<file path="config.mk">
export PLATFORM = sky130hd
export DESIGN_NAME = round_robin_slice_scheduler
export DESIGN_NICKNAME = d
export VERILOG_FILES = /design/src/hdl/rrss_pkg.sv /design/src/hdl/rrss_table.sv /design/src/hdl/rrss_slice_unit.sv /design/src/hdl/round_robin_slice_scheduler.sv
export SDC_FILE = /design/constraint.sdc
export NUM_CORES = 1
export LEC_CHECK = 0
export BUFFER_PORTS_ARGS = -buffer_cell sky130_fd_sc_hd__clkbuf_2
export CAP_MARGIN = 10
export CORE_UTILIZATION = 44
export CTS_CLUSTER_SIZE = 20
export DETAILED_ROUTE_END_ITERATION = 16
export GPL_TIMING_DRIVEN = 0
export SLEW_MARGIN = 5
export SYNTH_ARGS = -nofsm -noshare
export SYNTH_HDL_FRONTEND = slang
export SYNTH_SLANG_ARGS = --single-unit
export TNS_END_PERCENT = 30
</file>
<file path="constraint.sdc">
create_clock -name i_clk -period 6.1 [get_ports i_clk]
set_input_delay 0.61 -clock i_clk [delete_from_list [all_inputs] [get_ports i_clk]]
set_output_delay 0.61 -clock i_clk [all_outputs]
set_load 0.02 [all_outputs]
</file>
<file path="src/hdl/rrss_pkg.sv">
// ----------------------------------------------------------------------------
// rrss_pkg
// Shared types and codes for the round-robin slice scheduler: item and
// result layouts, command and status codes, sequencer states and the
// table write-enable group.
// ----------------------------------------------------------------------------
package rrss_pkg;

    // Command codes carried in the mode field of an item
    localparam logic [1:0] MODE_LOAD     = 2'd0;
    localparam logic [1:0] MODE_DISPATCH = 2'd1;
    localparam logic [1:0] MODE_RESTART  = 2'd2;
    localparam logic [1:0] MODE_CLEAR    = 2'd3;

    // Status codes returned with each result
    localparam logic [2:0] STAT_LOADED     = 3'd0;
    localparam logic [2:0] STAT_DISPATCHED = 3'd1;
    localparam logic [2:0] STAT_ALL_DONE   = 3'd2;
    localparam logic [2:0] STAT_TABLE_FULL = 3'd3;
    localparam logic [2:0] STAT_RESET_ACK  = 3'd4;

    // Register map
    localparam int          PADDR_W        = 2;
    localparam logic [1:0]  ADDR_QUANTUM   = 2'd0;
    localparam logic [15:0] QUANTUM_RESET  = 16'd4;
    localparam int          ELAPSED_W      = 20;

    typedef struct packed {
        logic [1:0]  mode;
        logic [15:0] process_id;
        logic [15:0] burst_time;
    } t_in_item;

    typedef struct packed {
        logic [2:0]           status;
        logic [15:0]          served_id;
        logic [15:0]          remaining_time;
        logic [ELAPSED_W-1:0] elapsed_time;
    } t_out_item;

    typedef enum logic [1:0] {
        ST_IDLE,
        ST_SCAN,
        ST_UPDATE,
        ST_RESTART
    } t_state;

    // Write enables for the three table arrays
    typedef struct packed {
        logic id;
        logic orig;
        logic rem;
    } t_tbl_we;

endpackage

</file>
<file path="src/hdl/rrss_table.sv">
// ----------------------------------------------------------------------------
// rrss_table
// Process table: id, original burst and remaining burst arrays. One write
// address and one read address, with registered read data, shared by all three arrays.
// ----------------------------------------------------------------------------
module rrss_table #(
    parameter int MAX_PROCESSES = 16,
    parameter int BURST_WIDTH   = 16,
    parameter int IDX_W         = 4
) (
    input  logic                   i_clk,
    input  rrss_pkg::t_tbl_we      i_we,
    input  logic [IDX_W-1:0]       i_wr_addr,
    input  logic [15:0]            i_wr_id,
    input  logic [BURST_WIDTH-1:0] i_wr_orig,
    input  logic [BURST_WIDTH-1:0] i_wr_rem,
    input  logic                   i_rd_en,
    input  logic [IDX_W-1:0]       i_rd_addr,
    output logic [15:0]            o_rd_id,
    output logic [BURST_WIDTH-1:0] o_rd_orig,
    output logic [BURST_WIDTH-1:0] o_rd_rem
);
    import rrss_pkg::*;

    logic [15:0]            id_mem   [MAX_PROCESSES];
    logic [BURST_WIDTH-1:0] orig_mem [MAX_PROCESSES];
    logic [BURST_WIDTH-1:0] rem_mem  [MAX_PROCESSES];

    // Write port
    always_ff @(posedge i_clk) begin
        if (i_we.id) begin
            id_mem[i_wr_addr] <= i_wr_id;
        end
        if (i_we.orig) begin
            orig_mem[i_wr_addr] <= i_wr_orig;
        end
        if (i_we.rem) begin
            rem_mem[i_wr_addr] <= i_wr_rem;
        end
    end

    // Registered read port; hold data when not reading
    always_ff @(posedge i_clk) begin
        if (i_rd_en) begin
            o_rd_id   <= id_mem[i_rd_addr];
            o_rd_orig <= orig_mem[i_rd_addr];
            o_rd_rem  <= rem_mem[i_rd_addr];
        end
    end

endmodule

</file>
<file path="src/hdl/rrss_slice_unit.sv">
// ----------------------------------------------------------------------------
// rrss_slice_unit
// Shared slice arithmetic: tests an entry for work left, takes
// min(remaining, quantum), charges it to the entry and to the saturating
// elapsed clock.
// ----------------------------------------------------------------------------
module rrss_slice_unit #(
    parameter int BURST_WIDTH = 16
) (
    input  logic [BURST_WIDTH-1:0]         i_rem,
    input  logic [15:0]                    i_quantum,
    input  logic [rrss_pkg::ELAPSED_W-1:0] i_elapsed,
    output logic                           o_has_work,
    output logic [BURST_WIDTH-1:0]         o_new_rem,
    output logic [rrss_pkg::ELAPSED_W-1:0] o_new_elapsed
);
    import rrss_pkg::*;

    localparam int CW = (BURST_WIDTH > 16) ? BURST_WIDTH : 16;

    logic [15:0]        q_eff;
    logic [CW-1:0]      rem_w;
    logic [CW-1:0]      q_w;
    logic [15:0]        slice;
    logic [ELAPSED_W:0] sum;

    // Treat a zero quantum as one
    assign q_eff = (i_quantum == 16'd0) ? 16'd1 : i_quantum;
    assign rem_w = CW'(i_rem);
    assign q_w   = CW'(q_eff);

    // Slice never exceeds the quantum, so 16 bits hold it
    assign slice      = (rem_w < q_w) ? 16'(rem_w) : q_eff;
    assign o_has_work = (i_rem != '0);
    assign o_new_rem  = BURST_WIDTH'(rem_w - CW'(slice));

    // Saturate the clock at its full-scale value
    assign sum           = (ELAPSED_W+1)'(i_elapsed) + (ELAPSED_W+1)'(slice);
    assign o_new_elapsed = sum[ELAPSED_W] ? '1 : sum[ELAPSED_W-1:0];

endmodule

</file>
<file path="src/hdl/round_robin_slice_scheduler.sv">
// ----------------------------------------------------------------------------
// round_robin_slice_scheduler
// Round-robin time-slice scheduler over a table of processes, with an APB
// register for the time quantum.
// ----------------------------------------------------------------------------
// Usage: an item is taken when start is high and busy is low, and every item
// returns exactly one result, shown on o_result for one cycle with o_valid
// high; the receiver cannot stall, so it must capture the result in that
// cycle. Load and clear complete from idle (busy stays low), as do a
// dispatch or a restart on an empty table. A dispatch reads the table one
// entry per cycle from the scan position, wrapping, until it finds an entry
// with work left or has examined every entry; the single table read port
// sets this pace. Restart copies original bursts back one entry per cycle.
// The quantum register sits at byte address 0; the user must write it only
// while busy is low, and the block itself does not enforce this.
// ----------------------------------------------------------------------------
module round_robin_slice_scheduler #(
    parameter int MAX_PROCESSES = 16,
    parameter int BURST_WIDTH   = 16
) (
    input  logic                         i_clk,
    input  logic                         i_rst_n,
    // Command channel
    input  logic                         start,
    output logic                         busy,
    input  rrss_pkg::t_in_item           i_item,
    // Result channel
    output logic                         o_valid,
    output rrss_pkg::t_out_item          o_result,
    // Configuration port
    input  logic                         psel,
    input  logic                         penable,
    input  logic                         pwrite,
    input  logic [rrss_pkg::PADDR_W-1:0] paddr,
    input  logic [31:0]                  pwdata,
    output logic [31:0]                  prdata,
    output logic                         pready
);
    import rrss_pkg::*;

    localparam int IDX_W = (MAX_PROCESSES > 1) ? $clog2(MAX_PROCESSES) : 1;
    localparam int CNT_W = $clog2(MAX_PROCESSES + 1);

    t_state                 r_state,     n_state;
    logic [15:0]            r_quantum;
    logic [CNT_W-1:0]       r_count,     n_count;
    logic [IDX_W-1:0]       r_scan,      n_scan;
    logic [ELAPSED_W-1:0]   r_elapsed,   n_elapsed;
    logic [IDX_W-1:0]       r_rd_addr,   n_rd_addr;
    logic [CNT_W-1:0]       r_left,      n_left;
    logic [IDX_W-1:0]       r_chk_idx,   n_chk_idx;
    logic                   r_chk_valid, n_chk_valid;
    logic [IDX_W-1:0]       r_hit_idx,   n_hit_idx;
    logic [15:0]            r_hit_id,    n_hit_id;
    logic [BURST_WIDTH-1:0] r_hit_rem,   n_hit_rem;
    logic                   r_out_valid, n_out_valid;
    t_out_item              r_out,       n_out;

    t_tbl_we                tbl_we;
    logic [IDX_W-1:0]       tbl_wr_addr;
    logic [BURST_WIDTH-1:0] tbl_wr_rem;
    logic                   tbl_rd_en;
    logic [15:0]            rd_id;
    logic [BURST_WIDTH-1:0] rd_orig;
    logic [BURST_WIDTH-1:0] rd_rem;

    logic [BURST_WIDTH-1:0] unit_rem;
    logic                   unit_has_work;
    logic [BURST_WIDTH-1:0] unit_new_rem;
    logic [ELAPSED_W-1:0]   unit_new_elapsed;

    logic                   accept;
    logic                   cfg_wr;
    logic [BURST_WIDTH-1:0] load_burst;

    // Next table index, wrapping over the loaded entries
    function automatic logic [IDX_W-1:0] next_idx(input logic [IDX_W-1:0] a,
                                                  input logic [CNT_W-1:0] cnt);
        logic [CNT_W-1:0] a_inc;
        a_inc = CNT_W'(a) + CNT_W'(1);
        return (a_inc == cnt) ? '0 : IDX_W'(a_inc);
    endfunction

    assign accept     = start && !busy;
    assign busy       = (r_state != ST_IDLE);
    assign load_burst = BURST_WIDTH'(i_item.burst_time);

    // Configuration register
    assign pready = 1'b1;
    assign cfg_wr = psel && penable && pwrite && (paddr == ADDR_QUANTUM);
    assign prdata = (paddr == ADDR_QUANTUM) ? {16'd0, r_quantum} : 32'd0;

    always_ff @(posedge i_clk) begin
        if (!i_rst_n) begin
            r_quantum <= QUANTUM_RESET;
        end else if (cfg_wr) begin
            r_quantum <= pwdata[15:0];
        end
    end

    rrss_table #(
        .MAX_PROCESSES (MAX_PROCESSES),
        .BURST_WIDTH   (BURST_WIDTH),
        .IDX_W         (IDX_W)
    ) u_table (
        .i_clk     (i_clk),
        .i_we      (tbl_we),
        .i_wr_addr (tbl_wr_addr),
        .i_wr_id   (i_item.process_id),
        .i_wr_orig (load_burst),
        .i_wr_rem  (tbl_wr_rem),
        .i_rd_en   (tbl_rd_en),
        .i_rd_addr (r_rd_addr),
        .o_rd_id   (rd_id),
        .o_rd_orig (rd_orig),
        .o_rd_rem  (rd_rem)
    );

    // Share the slice unit: scan tests read data, update charges the hit
    assign unit_rem = (r_state == ST_UPDATE) ? r_hit_rem : rd_rem;

    rrss_slice_unit #(
        .BURST_WIDTH (BURST_WIDTH)
    ) u_slice (
        .i_rem         (unit_rem),
        .i_quantum     (r_quantum),
        .i_elapsed     (r_elapsed),
        .o_has_work    (unit_has_work),
        .o_new_rem     (unit_new_rem),
        .o_new_elapsed (unit_new_elapsed)
    );

    // Sequencer: next state, table controls and result
    always_comb begin
        n_state     = r_state;
        n_count     = r_count;
        n_scan      = r_scan;
        n_elapsed   = r_elapsed;
        n_rd_addr   = r_rd_addr;
        n_left      = r_left;
        n_chk_idx   = r_chk_idx;
        n_chk_valid = r_chk_valid;
        n_hit_idx   = r_hit_idx;
        n_hit_id    = r_hit_id;
        n_hit_rem   = r_hit_rem;
        n_out_valid = 1'b0;
        n_out       = r_out;
        tbl_we      = '0;
        tbl_wr_addr = r_chk_idx;
        tbl_wr_rem  = rd_orig;
        tbl_rd_en   = 1'b0;

        case (r_state)
            ST_IDLE: begin
                if (accept) begin
                    n_rd_addr   = r_scan;
                    n_left      = r_count;
                    n_chk_valid = 1'b0;
                    case (i_item.mode)
                        MODE_LOAD: begin
                            n_out_valid = 1'b1;
                            if (r_count == CNT_W'(MAX_PROCESSES)) begin
                                n_out = '{STAT_TABLE_FULL, 16'd0, 16'd0, r_elapsed};
                            end else begin
                                tbl_we      = '{id: 1'b1, orig: 1'b1, rem: 1'b1};
                                tbl_wr_addr = IDX_W'(r_count);
                                tbl_wr_rem  = load_burst;
                                n_count     = r_count + CNT_W'(1);
                                n_out       = '{STAT_LOADED, i_item.process_id,
                                                16'(load_burst), r_elapsed};
                            end
                        end
                        MODE_DISPATCH: begin
                            if (r_count == '0) begin
                                n_out_valid = 1'b1;
                                n_out = '{STAT_ALL_DONE, 16'd0, 16'd0, r_elapsed};
                            end else begin
                                n_state = ST_SCAN;
                            end
                        end
                        MODE_RESTART: begin
                            n_scan    = '0;
                            n_elapsed = '0;
                            n_rd_addr = '0;
                            if (r_count == '0) begin
                                n_out_valid = 1'b1;
                                n_out = '{STAT_RESET_ACK, 16'd0, 16'd0, '0};
                            end else begin
                                n_state = ST_RESTART;
                            end
                        end
                        default: begin
                            n_count     = '0;
                            n_scan      = '0;
                            n_elapsed   = '0;
                            n_out_valid = 1'b1;
                            n_out = '{STAT_RESET_ACK, 16'd0, 16'd0, '0};
                        end
                    endcase
                end
            end

            ST_SCAN: begin
                if (r_chk_valid && unit_has_work) begin
                    // Hold the hit for the update step
                    n_hit_idx   = r_chk_idx;
                    n_hit_id    = rd_id;
                    n_hit_rem   = rd_rem;
                    n_chk_valid = 1'b0;
                    n_state     = ST_UPDATE;
                end else if (r_left != '0) begin
                    // Advance the read one entry
                    tbl_rd_en   = 1'b1;
                    n_chk_idx   = r_rd_addr;
                    n_chk_valid = 1'b1;
                    n_rd_addr   = next_idx(r_rd_addr, r_count);
                    n_left      = r_left - CNT_W'(1);
                end else begin
                    // Every entry examined without work left
                    n_chk_valid = 1'b0;
                    n_out_valid = 1'b1;
                    n_out = '{STAT_ALL_DONE, 16'd0, 16'd0, r_elapsed};
                    n_state = ST_IDLE;
                end
            end

            ST_UPDATE: begin
                tbl_we.rem  = 1'b1;
                tbl_wr_addr = r_hit_idx;
                tbl_wr_rem  = unit_new_rem;
                n_elapsed   = unit_new_elapsed;
                n_scan      = next_idx(r_hit_idx, r_count);
                n_out_valid = 1'b1;
                n_out = '{STAT_DISPATCHED, r_hit_id, 16'(unit_new_rem),
                          unit_new_elapsed};
                n_state = ST_IDLE;
            end

            ST_RESTART: begin
                // Copy back the entry read in the previous cycle
                if (r_chk_valid) begin
                    tbl_we.rem  = 1'b1;
                    tbl_wr_addr = r_chk_idx;
                    tbl_wr_rem  = rd_orig;
                end
                if (r_left != '0) begin
                    tbl_rd_en   = 1'b1;
                    n_chk_idx   = r_rd_addr;
                    n_chk_valid = 1'b1;
                    n_rd_addr   = next_idx(r_rd_addr, r_count);
                    n_left      = r_left - CNT_W'(1);
                end else begin
                    n_chk_valid = 1'b0;
                    n_out_valid = 1'b1;
                    n_out = '{STAT_RESET_ACK, 16'd0, 16'd0, '0};
                    n_state = ST_IDLE;
                end
            end

            default: begin
                n_state = ST_IDLE;
            end
        endcase
    end

    // Control state
    always_ff @(posedge i_clk) begin
        if (!i_rst_n) begin
            r_state     <= ST_IDLE;
            r_count     <= '0;
            r_scan      <= '0;
            r_elapsed   <= '0;
            r_chk_valid <= 1'b0;
            r_out_valid <= 1'b0;
        end else begin
            r_state     <= n_state;
            r_count     <= n_count;
            r_scan      <= n_scan;
            r_elapsed   <= n_elapsed;
            r_chk_valid <= n_chk_valid;
            r_out_valid <= n_out_valid;
        end
    end

    // Datapath registers
    always_ff @(posedge i_clk) begin
        r_rd_addr <= n_rd_addr;
        r_left    <= n_left;
        r_chk_idx <= n_chk_idx;
        r_hit_idx <= n_hit_idx;
        r_hit_id  <= n_hit_id;
        r_hit_rem <= n_hit_rem;
        r_out     <= n_out;
    end

    assign o_valid  = r_out_valid;
    assign o_result = r_out;

endmodule

</file>
* After elaboration in Yosys (flattened, before gate mapping)
Memory sizes are Yosys's and may differ from the RTL's. A register that Yosys moved wholly into a read port is not among the register bits.
Index checks and enable logic that the tools add are counted.
** Word-level totals
- Flip-flop bits (word level) :: 153
- Memories kept :: 3
- Bits of input ports :: 74
- Bits in writable memories :: 768
- Output and inout bits :: 90
- Word-level logic and storage cells :: 148
** Operators by class
- Reduce and logical (&&, ||, !) cells :: 27
- Bitwise operators :: 1
- Multiplexer cells :: 74
- $add $sub $neg :: 6
- Eq/ne operators :: 19
- Magnitude comparators :: 1
** Memories
- u_table.id_mem :: depth 16, bits a word 16, read ports 1, clocked after memory_dff 1, wr ports 1, RTL line rrss_table.sv:25 : logic [15:0] id_mem [MAX_PROCESSES];
- u_table.orig_mem :: depth 16, bits a word 16, read ports 1, clocked after memory_dff 1, wr ports 1, RTL line rrss_table.sv:26 : logic [BURST_WIDTH-1:0] orig_mem [MAX_PROCESSES];
- u_table.rem_mem :: depth 16, bits a word 16, read ports 1, clocked after memory_dff 1, wr ports 1, RTL line rrss_table.sv:27 : logic [BURST_WIDTH-1:0] rem_mem [MAX_PROCESSES];
** Operator list (number)
- $mux 55 :: 6
- $pmux 55 s4 :: 1
- $pmux 55 s3 :: 1
- $mux 16 :: 7
- $mux 20 :: 3
- $mux 54 :: 1
- $mux 4 :: 13
- $pmux 20 s2 :: 1
- $pmux 16 s2 :: 1
- $pmux 4 s2 :: 3
- $add 20x16->21 :: 1
- $mux 5 :: 4
- $logic_not 16->1 :: 1
- $lt 16x16->1 :: 1
- $reduce_bool 16->1 :: 1
- $sub 16x16->16 :: 1
- $mux 1 :: 15
- $pmux 5 s3 :: 1
- $mux 2 :: 6
- $ne 2x2->1 const B :: 6
- $ne 3x3->1 const B :: 4
- $pmux 4 s3 :: 1
- $add 4x1->5 const B :: 2
- $eq 5x5->1 :: 2
- other kinds (26) :: 45

* Depth between registers and ports, before layout
Gate-level depths: netlist of the first run.
- Depth after elaboration :: 7
- Mapped depth :: 24
- Mapped depth without buffers :: 19

* Hierarchy
From an unflattened synthesis of the first run, not the netlist that was laid out.
** Unflattened totals
- Cells, all modules :: 2233
- Area total of the unflattened synthesis :: 39571.7 µm²
** By module, submodules not included
- rrss_table :: area an instance 30344.1 µm², cells an instance 1290, times used 1, sequential area each 24503.5 µm²
- round_robin_slice_scheduler :: area an instance 7000.5 µm², cells an instance 629, times used 1, sequential area each 4103.9 µm²
- rrss_slice_unit :: area an instance 2227.1 µm², cells an instance 314, times used 1, sequential area each 0.0 µm²

* Worst setup path before layout of the first run
OpenSTA, ideal clock, no wires.
- Path kind :: reg-to-reg
- Start :: reg r_state[1]
- End :: mem u_table.rem_mem[0][14], data pin
- Data arrival time :: 5036 ps
- Setup slack :: 737 ps
- Library setup time :: 327 ps
- Stages on the path, launching flop included :: 22
- Period minus slack after synthesis :: 5363 ps
- Cells stage by stage :: dfxtp_1 > nor2b_1 > buf_2 > mux2_2 > ha_1 > nand4_1 > nor4_1 > o311ai_2 > nand3_1 > buf_6 > buf_6 > nor2_1 > a21oi_1 > ha_1 > inv_1 > fa_1 > a211oi_1 > o21a_1 > o32ai_1 > o311a_1 > o211a_1 > nor3_1
** On the way
- Cells in the longest elaborated chain, start to end :: 6
** Ends and longest elaborated chain
- start: declaration :: RTL line round_robin_slice_scheduler.sv:44 : t_state r_state, n_state;
- start signal: assignment :: RTL line round_robin_slice_scheduler.sv:276 : r_state <= n_state;
- $eq 2x2->1 :: RTL line round_robin_slice_scheduler.sv:120, round_robin_slice_scheduler.sv:153
- $mux 16 :: RTL line round_robin_slice_scheduler.sv:120 : assign unit_rem = (r_state == ST_UPDATE) ? r_hit_rem : rd_rem;
- $lt 16x16->1 :: RTL line rrss_slice_unit.sv:33 : assign slice = (rem_w < q_w) ? 16'(rem_w) : q_eff;
- $mux 16 :: RTL line rrss_slice_unit.sv:33
- $sub 16x16->16 :: RTL line rrss_slice_unit.sv:35 : assign o_new_rem = BURST_WIDTH'(rem_w - CW'(slice));
- $pmux 16 s2 (*) :: RTL line round_robin_slice_scheduler.sv:153 : case (r_state)
- named net tbl_wr_rem[14] :: RTL line round_robin_slice_scheduler.sv:61 : logic [BURST_WIDTH-1:0] tbl_wr_rem;
- end: declaration :: RTL line rrss_table.sv:27
Mark *: on every way through the listed nets, which the timed path passes. The rest lies on a longest branch.

* Final worst setup path of the first run
- Start :: reg r_state[0]
- End :: mem u_table.rem_mem[6][14], data pin
The elaborated chain is that of the path after synthesis.

==> flow_metrics.py, run 1 <==
metrics = {
    "status": {
        "outcome": "finished, final reports clean",
    },
    "place": {
        "io_buffers": 126,
        "gp_congestion": 0.9492,
        "post-place-ws_ps": -623.4,
        "dp_hpwl_mm": 73.06,
        "postPlaceCellArea_um2": 43190,
        "place_inst": 3557,
    },
    "global_route": {
        "grt_pass1_vias": 22126,
        "grt_pass1_wl_mm": 153.0,
        "antenna_found_initial": 6,
        "grtUsageMet1": 0.3194,
        "busiest_layer": "met2",
        "met2_usage": 0.3894,
        "grt_usage": 0.2348,
        "grtUsageMet3": 0.03927,
        "globalRoute.totalOverflow": 0,
        "grt_max_degree": 36,
    },
    "worst_setup_path": {
        "worstSetupEndpointType": "flop",
        "r2r_slack_ps": 250,
        "startpoint_type": "flop",
        "crit_start": "r_state[0]$_SDFFE_PN0P_",
        "r2r_cells": 24,
        "r2r-end": "u_table.rem_mem[6][14]$_DFFE_PP_",
        "required_ps": 6630,
        "endpoint": "u_table.rem_mem[6][14]$_DFFE_PP_",
        "cp_max_fo": 12,
        "reg2reg_from": "r_state[0]$_SDFFE_PN0P_",
        "critical_path_class": "flop to flop",
        "cp.arrival_ps": 6370,
    },
    "timing": {
        "tightest_slew_ps": 1206,
        "drv_slew": 0,
        "setup_slack_ps": 253.2,
        "period_needed_ps": 5847,
        "setup_viol": 0,
        "tns_ps": 0,
        "rsz0062_at_grt": "no",
        "slew_headroom": 0.1904,
        "hold_viol": 0,
        "fmax_mhz": 171.0,
        "period_share": 0.9585,
        "finClkSkew_ps": 53.85,
    },
    "route": {
        "dr_total_vias": 22211,
        "vias_per_cell": 5.931,
        "drt_iter0_drc": 2451,
        "drc": 0,
        "drt_pass1_iterations": 6,
        "ant_nets": 0,
        "wirelength_mm": 107.6,
        "detail_route.wl_per_cell_um": 28.73,
    },
    "clock_network": {
        "clk_path_buf_depth": 3,
        "clock_latency_ps": 700,
        "htree_levels": 3,
        "cts_buffers": 99,
        "clk_pin_slew_ps": 60,
        "clock-root-buffer": "clkbuf_16",
        "cts_tree": "done",
        "clkSinkCount": 969,
    },
    "min_path": {
        "holdCritPathClass": "input port to flop",
    },
    "synthesis": {
        "ys_ff_latch": 969,
        "synthArstFlopShare": 0,
        "synth_edf_count": 920,
        "yosysSeqAreaShare": 0.7164,
        "netlist_instances": 2195,
        "syn_area_per_cell_um2": 18.19,
        "syn_area_um2": 39930,
        "synthFlopType": "edfxtp_1",
        "synth.distinct_cells": 80,
        "yosys_warnings": 0,
    },
    "die": {
        "start_util": 0.4436,
        "fp.dieH_um": 303.3,
        "coreArea_um2": 90010,
        "rows": 110,
        "die_w_um": 303.3,
        "die-area_um2": 91960,
        "ios": 164,
    },
    "cells_and_area": {
        "regArea_um2": 28610,
        "mostFrequentLayoutCells": "edfxtp_1 (920), mux4_2 (240), nand2_1 (135)",
        "nFillCells": 7254,
        "nets": 2618,
        "layout-drive-gt1-share": 0.2621,
        "area_growth_pct": 16.45,
        "design_area_um2": 46500,
        "final_cell_count_no_fill": 3745,
        "multi_input_area_um2": 10840,
        "layout_commonest_cell": "edfxtp_1",
    },
    "pwr": {
        "ir_drop_uv": 252.2,
        "power.total_mw": 14.66,
        "power_density_nw_per_um2": 315.3,
        "leakage_nw": 15.45,
    },
    "run": {
        "cap_violations": 0,
    },
}
cells by family (layout without fill, tap and decap cells):
logic type	count (synthesis)	after routing	share of synthesized area
adders and majority gates	56	56	0.01792
and+or+nand+nor	375	375	0.04412
xor gates and xnor gates	30	30	0.006580
other	2	18	0.0001881
muxes	264	264	0.1417
DFF	969	969	0.7164
AOI/OAI and AO/OA	312	313	0.05255
buffers and inverters	187	544	0.02059
layer usage:
metal,vias up,part of all wire
li1,9482,-
met1,11657,0.42
met2,887,0.49
met3,177,0.066
met4,8,0.026
met5,-,0.00039
registers in the layout, summed over array words and instances (netlist names), 2 cells and up:
| signal | count |
|---|---|
| r_quantum | 16 |
| u_table.o_rd_orig | 16 |
| r_state | 2 |
| u_table.o_rd_rem | 16 |
| r_left | 5 |
| u_table.id_mem | 256 |
| r_elapsed | 20 |
| r_hit_id | 16 |
| u_table.o_rd_id | 16 |
| u_table.rem_mem | 256 |
| r_hit_idx | 4 |
| r_rd_addr | 4 |
| o_result | 55 |
| r_chk_idx | 4 |
| r_scan | 4 |
| r_count | 5 |
| r_hit_rem | 16 |
| u_table.orig_mem | 256 |
metrics by stage:
stage,util,hold slack (ps)
finish,0.5166,149.4
global placement,0.4676,402.1
floorplan,-,400.3
detailed placement,0.4798,407.7
global route,0.5166,169.8
CTS,0.5155,121.7
power by group:
group	total, mW	internal (mW)	switching (mW)
clock network	5.89	3.34	2.55
logic	1.31	0.502	0.811
registers	7.46	7.42	0.0403
cell type report:
cell class / count / share of cell area
flip-flops and latches: 969 / 0.6152
inverters: 56 / 0.004520
clock buffers: 135 / 0.05750
clock inverters: 46 / 0.01052
diodes: 1 / 0.00005381
well taps: 1176 / 0.03164
multi-input cells: 1055 / 0.2331
plain buffers: 131 / 0.01335
repair buffers: 176 / 0.03404
worst min-delay path by stage:
stage                                              from                         end  slack [ps]  cells past startpoint
after floorplan            u_table.o_rd_id[0]$_DFFE_PP_       r_hit_id[0]$_DFFE_PP_         400                      0
after global placement     u_table.o_rd_id[3]$_DFFE_PP_       r_hit_id[3]$_DFFE_PP_         400                      0
after detailed placement  u_table.o_rd_id[14]$_DFFE_PP_      r_hit_id[14]$_DFFE_PP_         410                      0
after CTS                                     pwdata[4]   r_quantum[4]$_SDFFE_PN0P_         120                      3
after global routing                         pwdata[15]  r_quantum[15]$_SDFFE_PN0P_         170                      3
final                                         pwdata[4]   r_quantum[4]$_SDFFE_PN0P_         150                      3
Yosys cell counts (10+ instances only):
cell type | n | area share
nor3_1 | 30 | 0.0038
a21oi_1 | 76 | 0.0095
buf_4 | 17 | 0.0032
a211oi_1 | 14 | 0.0026
mux4_2 | 240 | 0.14
xnor2_1 | 16 | 0.0035
mux2i_1 | 18 | 0.0045
o21a_1 | 10 | 0.0019
a22oi_1 | 11 | 0.0021
ha_1 | 54 | 0.017
nand3_1 | 23 | 0.0029
nor4_1 | 10 | 0.0016
a22o_1 | 31 | 0.0068
dfxtp_1 | 49 | 0.025
xor2_1 | 14 | 0.0031
edfxtp_1 | 920 | 0.69
a21o_1 | 22 | 0.0041
o21ai_0 | 70 | 0.0088
nand2_1 | 135 | 0.013
nor2_1 | 95 | 0.0089
buf_2 | 33 | 0.0041
nand4_1 | 10 | 0.0016
or3_1 | 14 | 0.0022
nand2b_1 | 14 | 0.0022
buf_1 | 10 | 0.00094
inv_1 | 55 | 0.0052
clkbuf_1 | 69 | 0.0065
critical path, stage by stage (launching register included):
cell      delay (ps)
dfxtp_1          320
nand2b_2         250
buf_2            250
clkbuf_4         250
nand2_1          100
nand2_1          180
ha_1             380
nand4_1          160
nor4_2           320
o311ai_2         160
nand3_1          120
buf_6            170
buf_6            180
nor2_1            60
a21oi_2          230
ha_1             220
inv_1             60
fa_1             490
a211oi_2         300
o21a_1           190
o32ai_1          170
o311a_1          380
o211a_1          250
nor3_4           240
buf_4            240
what timing repair did:
action,CTS,global route
endpoints found under the setup margin,189,192
cloned,0,1
hold buffers,0,0
buffers inserted,1,2
pin swaps,1,0
gates resized for setup,10,15
Power figures use the tool's default switching activity.
==> inputs of run 2 (changes only) <==
--- a/config.mk
+++ b/config.mk
@@ -5,6 +5,7 @@
 export SDC_FILE = /design/constraint.sdc
 export NUM_CORES = 1
 export LEC_CHECK = 0
+export ABC_AREA = 1
 export BUFFER_PORTS_ARGS = -buffer_cell sky130_fd_sc_hd__clkbuf_2
 export CAP_MARGIN = 10
 export CORE_UTILIZATION = 44
==> run 2 against run 1 <==
Worst hold slack improved by 51 ps. First-iteration DRC count increased by 45%. Setup slack improved by 210 ps. Critical path depth increased by 3. Core utilization increased by 0.12 points. Register-to-register slack improved by 210 ps. Non-clock buffer count increased by 63. Count of clock-buffer cells in the layout decreased by 14. Global-route usage increased by 3.7 points. Via count increased by 25%. Sequential share of layout area decreased by 1.5 points. Critical path type unchanged. Largest power group unchanged. Highest routed layer unchanged.
==> flow_metrics.py, run 2 <==
metrics = {
    "clock_network": {
        "htree_levels": 3,
        "clkSinkCount": 969,
        "clk_pin_slew_ps": 60,
        "clk_path_buf_depth": 3,
        "cts_buffers": 100,
        "clock-root-buffer": "clkbuf_16",
        "clock_latency_ps": 700,
        "cts_tree": "done",
    },
    "synthesis": {
        "ys_ff_latch": 969,
        "yosys_warnings": 0,
        "synthArstFlopShare": 0,
        "synth_commonest_cells": "edfxtp_1 (920), o21ai_0 (336), a21oi_1 (297), inv_1 (292), nand2_1 (271)",
        "yosysTopAreaCell": "edfxtp_1",
        "synthFlopType": "edfxtp_1",
        "synthTopCellsByArea": "edfxtp_1 (67%), mux2i_1 (4.9%), o21ai_0 (4.1%)",
        "netlist_instances": 3190,
        "syn_area_um2": 41140,
        "synth.distinct_cells": 61,
        "yosys.area.top_type_share": 0.6715,
        "syn_area_per_cell_um2": 12.90,
        "yosysSeqAreaShare": 0.6953,
        "synth_edf_count": 920,
        "yosysMostFrequentCell": "edfxtp_1",
    },
    "place": {
        "io_buffers": 129,
        "post-place-ws_ps": -555.5,
        "dp_hpwl_mm": 87.22,
        "gp_congestion": 0.9221,
    },
    "global_route": {
        "grt_pass1_wl_mm": 183.5,
        "antenna_found_initial": 3,
        "grt_pass1_vias": 26460,
        "grt_max_degree": 49,
        "grt_usage": 0.2717,
        "globalRoute.totalOverflow": 0,
    },
    "pwr": {
        "leakage_nw": 16.95,
        "ir_drop_uv": 243.3,
        "power_density_nw_per_um2": 329.2,
        "power.total_mw": 15.69,
    },
    "worst_setup_path": {
        "cpMostUsedCell": "nand2_1",
        "crit_family": "compound AO/OA/AOI/OAI gates",
        "worstSetupEndpointType": "flop",
        "r2r_slack_ps": 470,
        "cp_max_fo": 10,
        "startpoint_type": "flop",
        "required_ps": 6540,
        "crit_slowest_cell": "o21ai_0",
        "critical_path_class": "flop to flop",
        "cp.arrival_ps": 6070,
        "critPathMaxStageDelay_ps": 650,
        "critical_path_buf_inv_count": 6,
    },
    "timing": {
        "slew_headroom": 0.09262,
        "drv_slew": 0,
        "setup_slack_ps": 466.2,
        "period_needed_ps": 5634,
        "fmax_mhz": 177.5,
        "period_share": 0.9236,
        "rsz0062_at_grt": "no",
        "tightest_slew_ps": 1361,
        "setup_viol": 0,
        "finalHoldWorstSlack_ps": 200.7,
        "finClkSkew_ps": 43.44,
        "hold_viol": 0,
    },
    "route": {
        "dr_total_vias": 27715,
        "wl_met2_mm": 59.62,
        "drc": 0,
        "top_layer": "met5",
        "drt_iter0_drc": 3557,
        "detail_route.wl_per_cell_um": 26.88,
        "vias_per_cell": 5.760,
        "drt_pass1_iterations": 7,
        "wl_met3_mm": 12.38,
        "wirelength_mm": 129.4,
        "ant_nets": 0,
        "met1_length_mm": 52.13,
    },
    "die": {
        "fp.dieH_um": 307.8,
        "die_w_um": 307.8,
        "start_util": 0.4468,
        "rows": 111,
        "die-area_um2": 94730,
        "ios": 164,
        "coreArea_um2": 92080,
    },
    "cells_and_area": {
        "layout-drive-gt1-share": 0.1395,
        "nets": 3614,
        "layout_commonest_cell": "edfxtp_1",
        "antenna-diode-count": 0,
        "top_regs": "u_table.id_mem x256, u_table.orig_mem x256, u_table.rem_mem x256",
        "mostFrequentLayoutCells": "edfxtp_1 (920), o21ai_0 (331), a21oi_1 (296)",
        "area_growth_pct": 15.88,
        "nFillCells": 7713,
    },
    "run": {
        "cap_violations": 0,
    },
    "min_path": {
        "holdCritPathClass": "input port to flop",
    },
    "status": {
        "outcome": "finished, final reports clean",
    },
}
## run 2: changes by cell type in the layout (fill, tap and decap cells not counted), sizes merged, moves of 182 or more
cell / change
o21ai: +293
mux2i: +182
mux4: -240
a21oi: +222
inv: +271
o211ai: +192
## run 2: logic make-up (layout without fill, tap and decap cells)
group                    after synthesis  in the layout  share of synthesized area
XOR/XNOR                              23             23                   0.004896
AND/OR/NAND/NOR                      506            506                    0.05346
adder cells (fa/ha/maj)               56             56                    0.01740
buffers and inverters                519            883                    0.05064
other                                  2             17                  0.0001825
multiplexers                         200            200                    0.04866
flip-flops                           969            969                     0.6953
AO/OA/AOI/OAI                        915            915                     0.1294
## run 2: layer usage
layer / vias up / track usage
met2: 1510 / 0.4325
met3: 298 / 0.05313
li1: 12289 / -
met1: 13612 / 0.3667
met4: 6 / 0.1063
met5: - / 0
## run 2: repair_timing
item,CTS,global route
resized for setup,5,11
setup buffers,0,0
pin swaps,0,1
hold buffers,0,0
setup endpoints to repair,38,143
## run 2: cell type report
| class | count | area (um2) | area share |
|---|---|---|---|
| Buffer | 193 | 850.8 | 0.01785 |
| Tap cell | 1243 | 1555 | 0.03262 |
| Multi-Input combinational cell | 1717 | 10800 | 0.2266 |
| Inverter | 326 | 1241 | 0.02603 |
| Clock buffer | 121 | 2624 | 0.05503 |
| Clock inverter | 66 | 658.1 | 0.01380 |
| Sequential cell | 969 | 28610 | 0.6000 |
| Timing Repair Buffer | 177 | 1335 | 0.02800 |
## run 2: power by group
group	internal, mW	switching, mW
clock network	3.54	2.61
logic	0.516	1.47
registers	7.51	0.0516
total	11.6	4.13
## run 2: through the flow
step	instance area, um2	utilization	std cells	setup TNS [ps]
floorplan	41200	-	3205	0
global placement	43400	0.4713	4577	-220180
detailed placement	44330	0.4814	4624	-12080
CTS	47630	0.5173	4811	0
global route	47680	0.5178	4812	0
finish	47680	0.5178	4812	0
## run 2: final timing paths
kind,start,end,cells past startpoint
setup / recovery,r_state[0]$_SDFFE_PN0P_,u_table.rem_mem[6][8]$_DFFE_PP_,27
setup reg to reg,r_state[0]$_SDFFE_PN0P_,u_table.rem_mem[6][8]$_DFFE_PP_,27
hold / removal,pwdata[2],r_quantum[2]$_SDFFE_PN1P_,3
hold reg to reg,u_table.o_rd_id[1]$_DFFE_PP_,r_hit_id[1]$_DFFE_PP_,0
## run 2: worst min-delay path, delay by kind of cell
kind                   cells  cell delay, ps
AOI/OAI and AO/OA          1              90
buffers and inverters      2             120
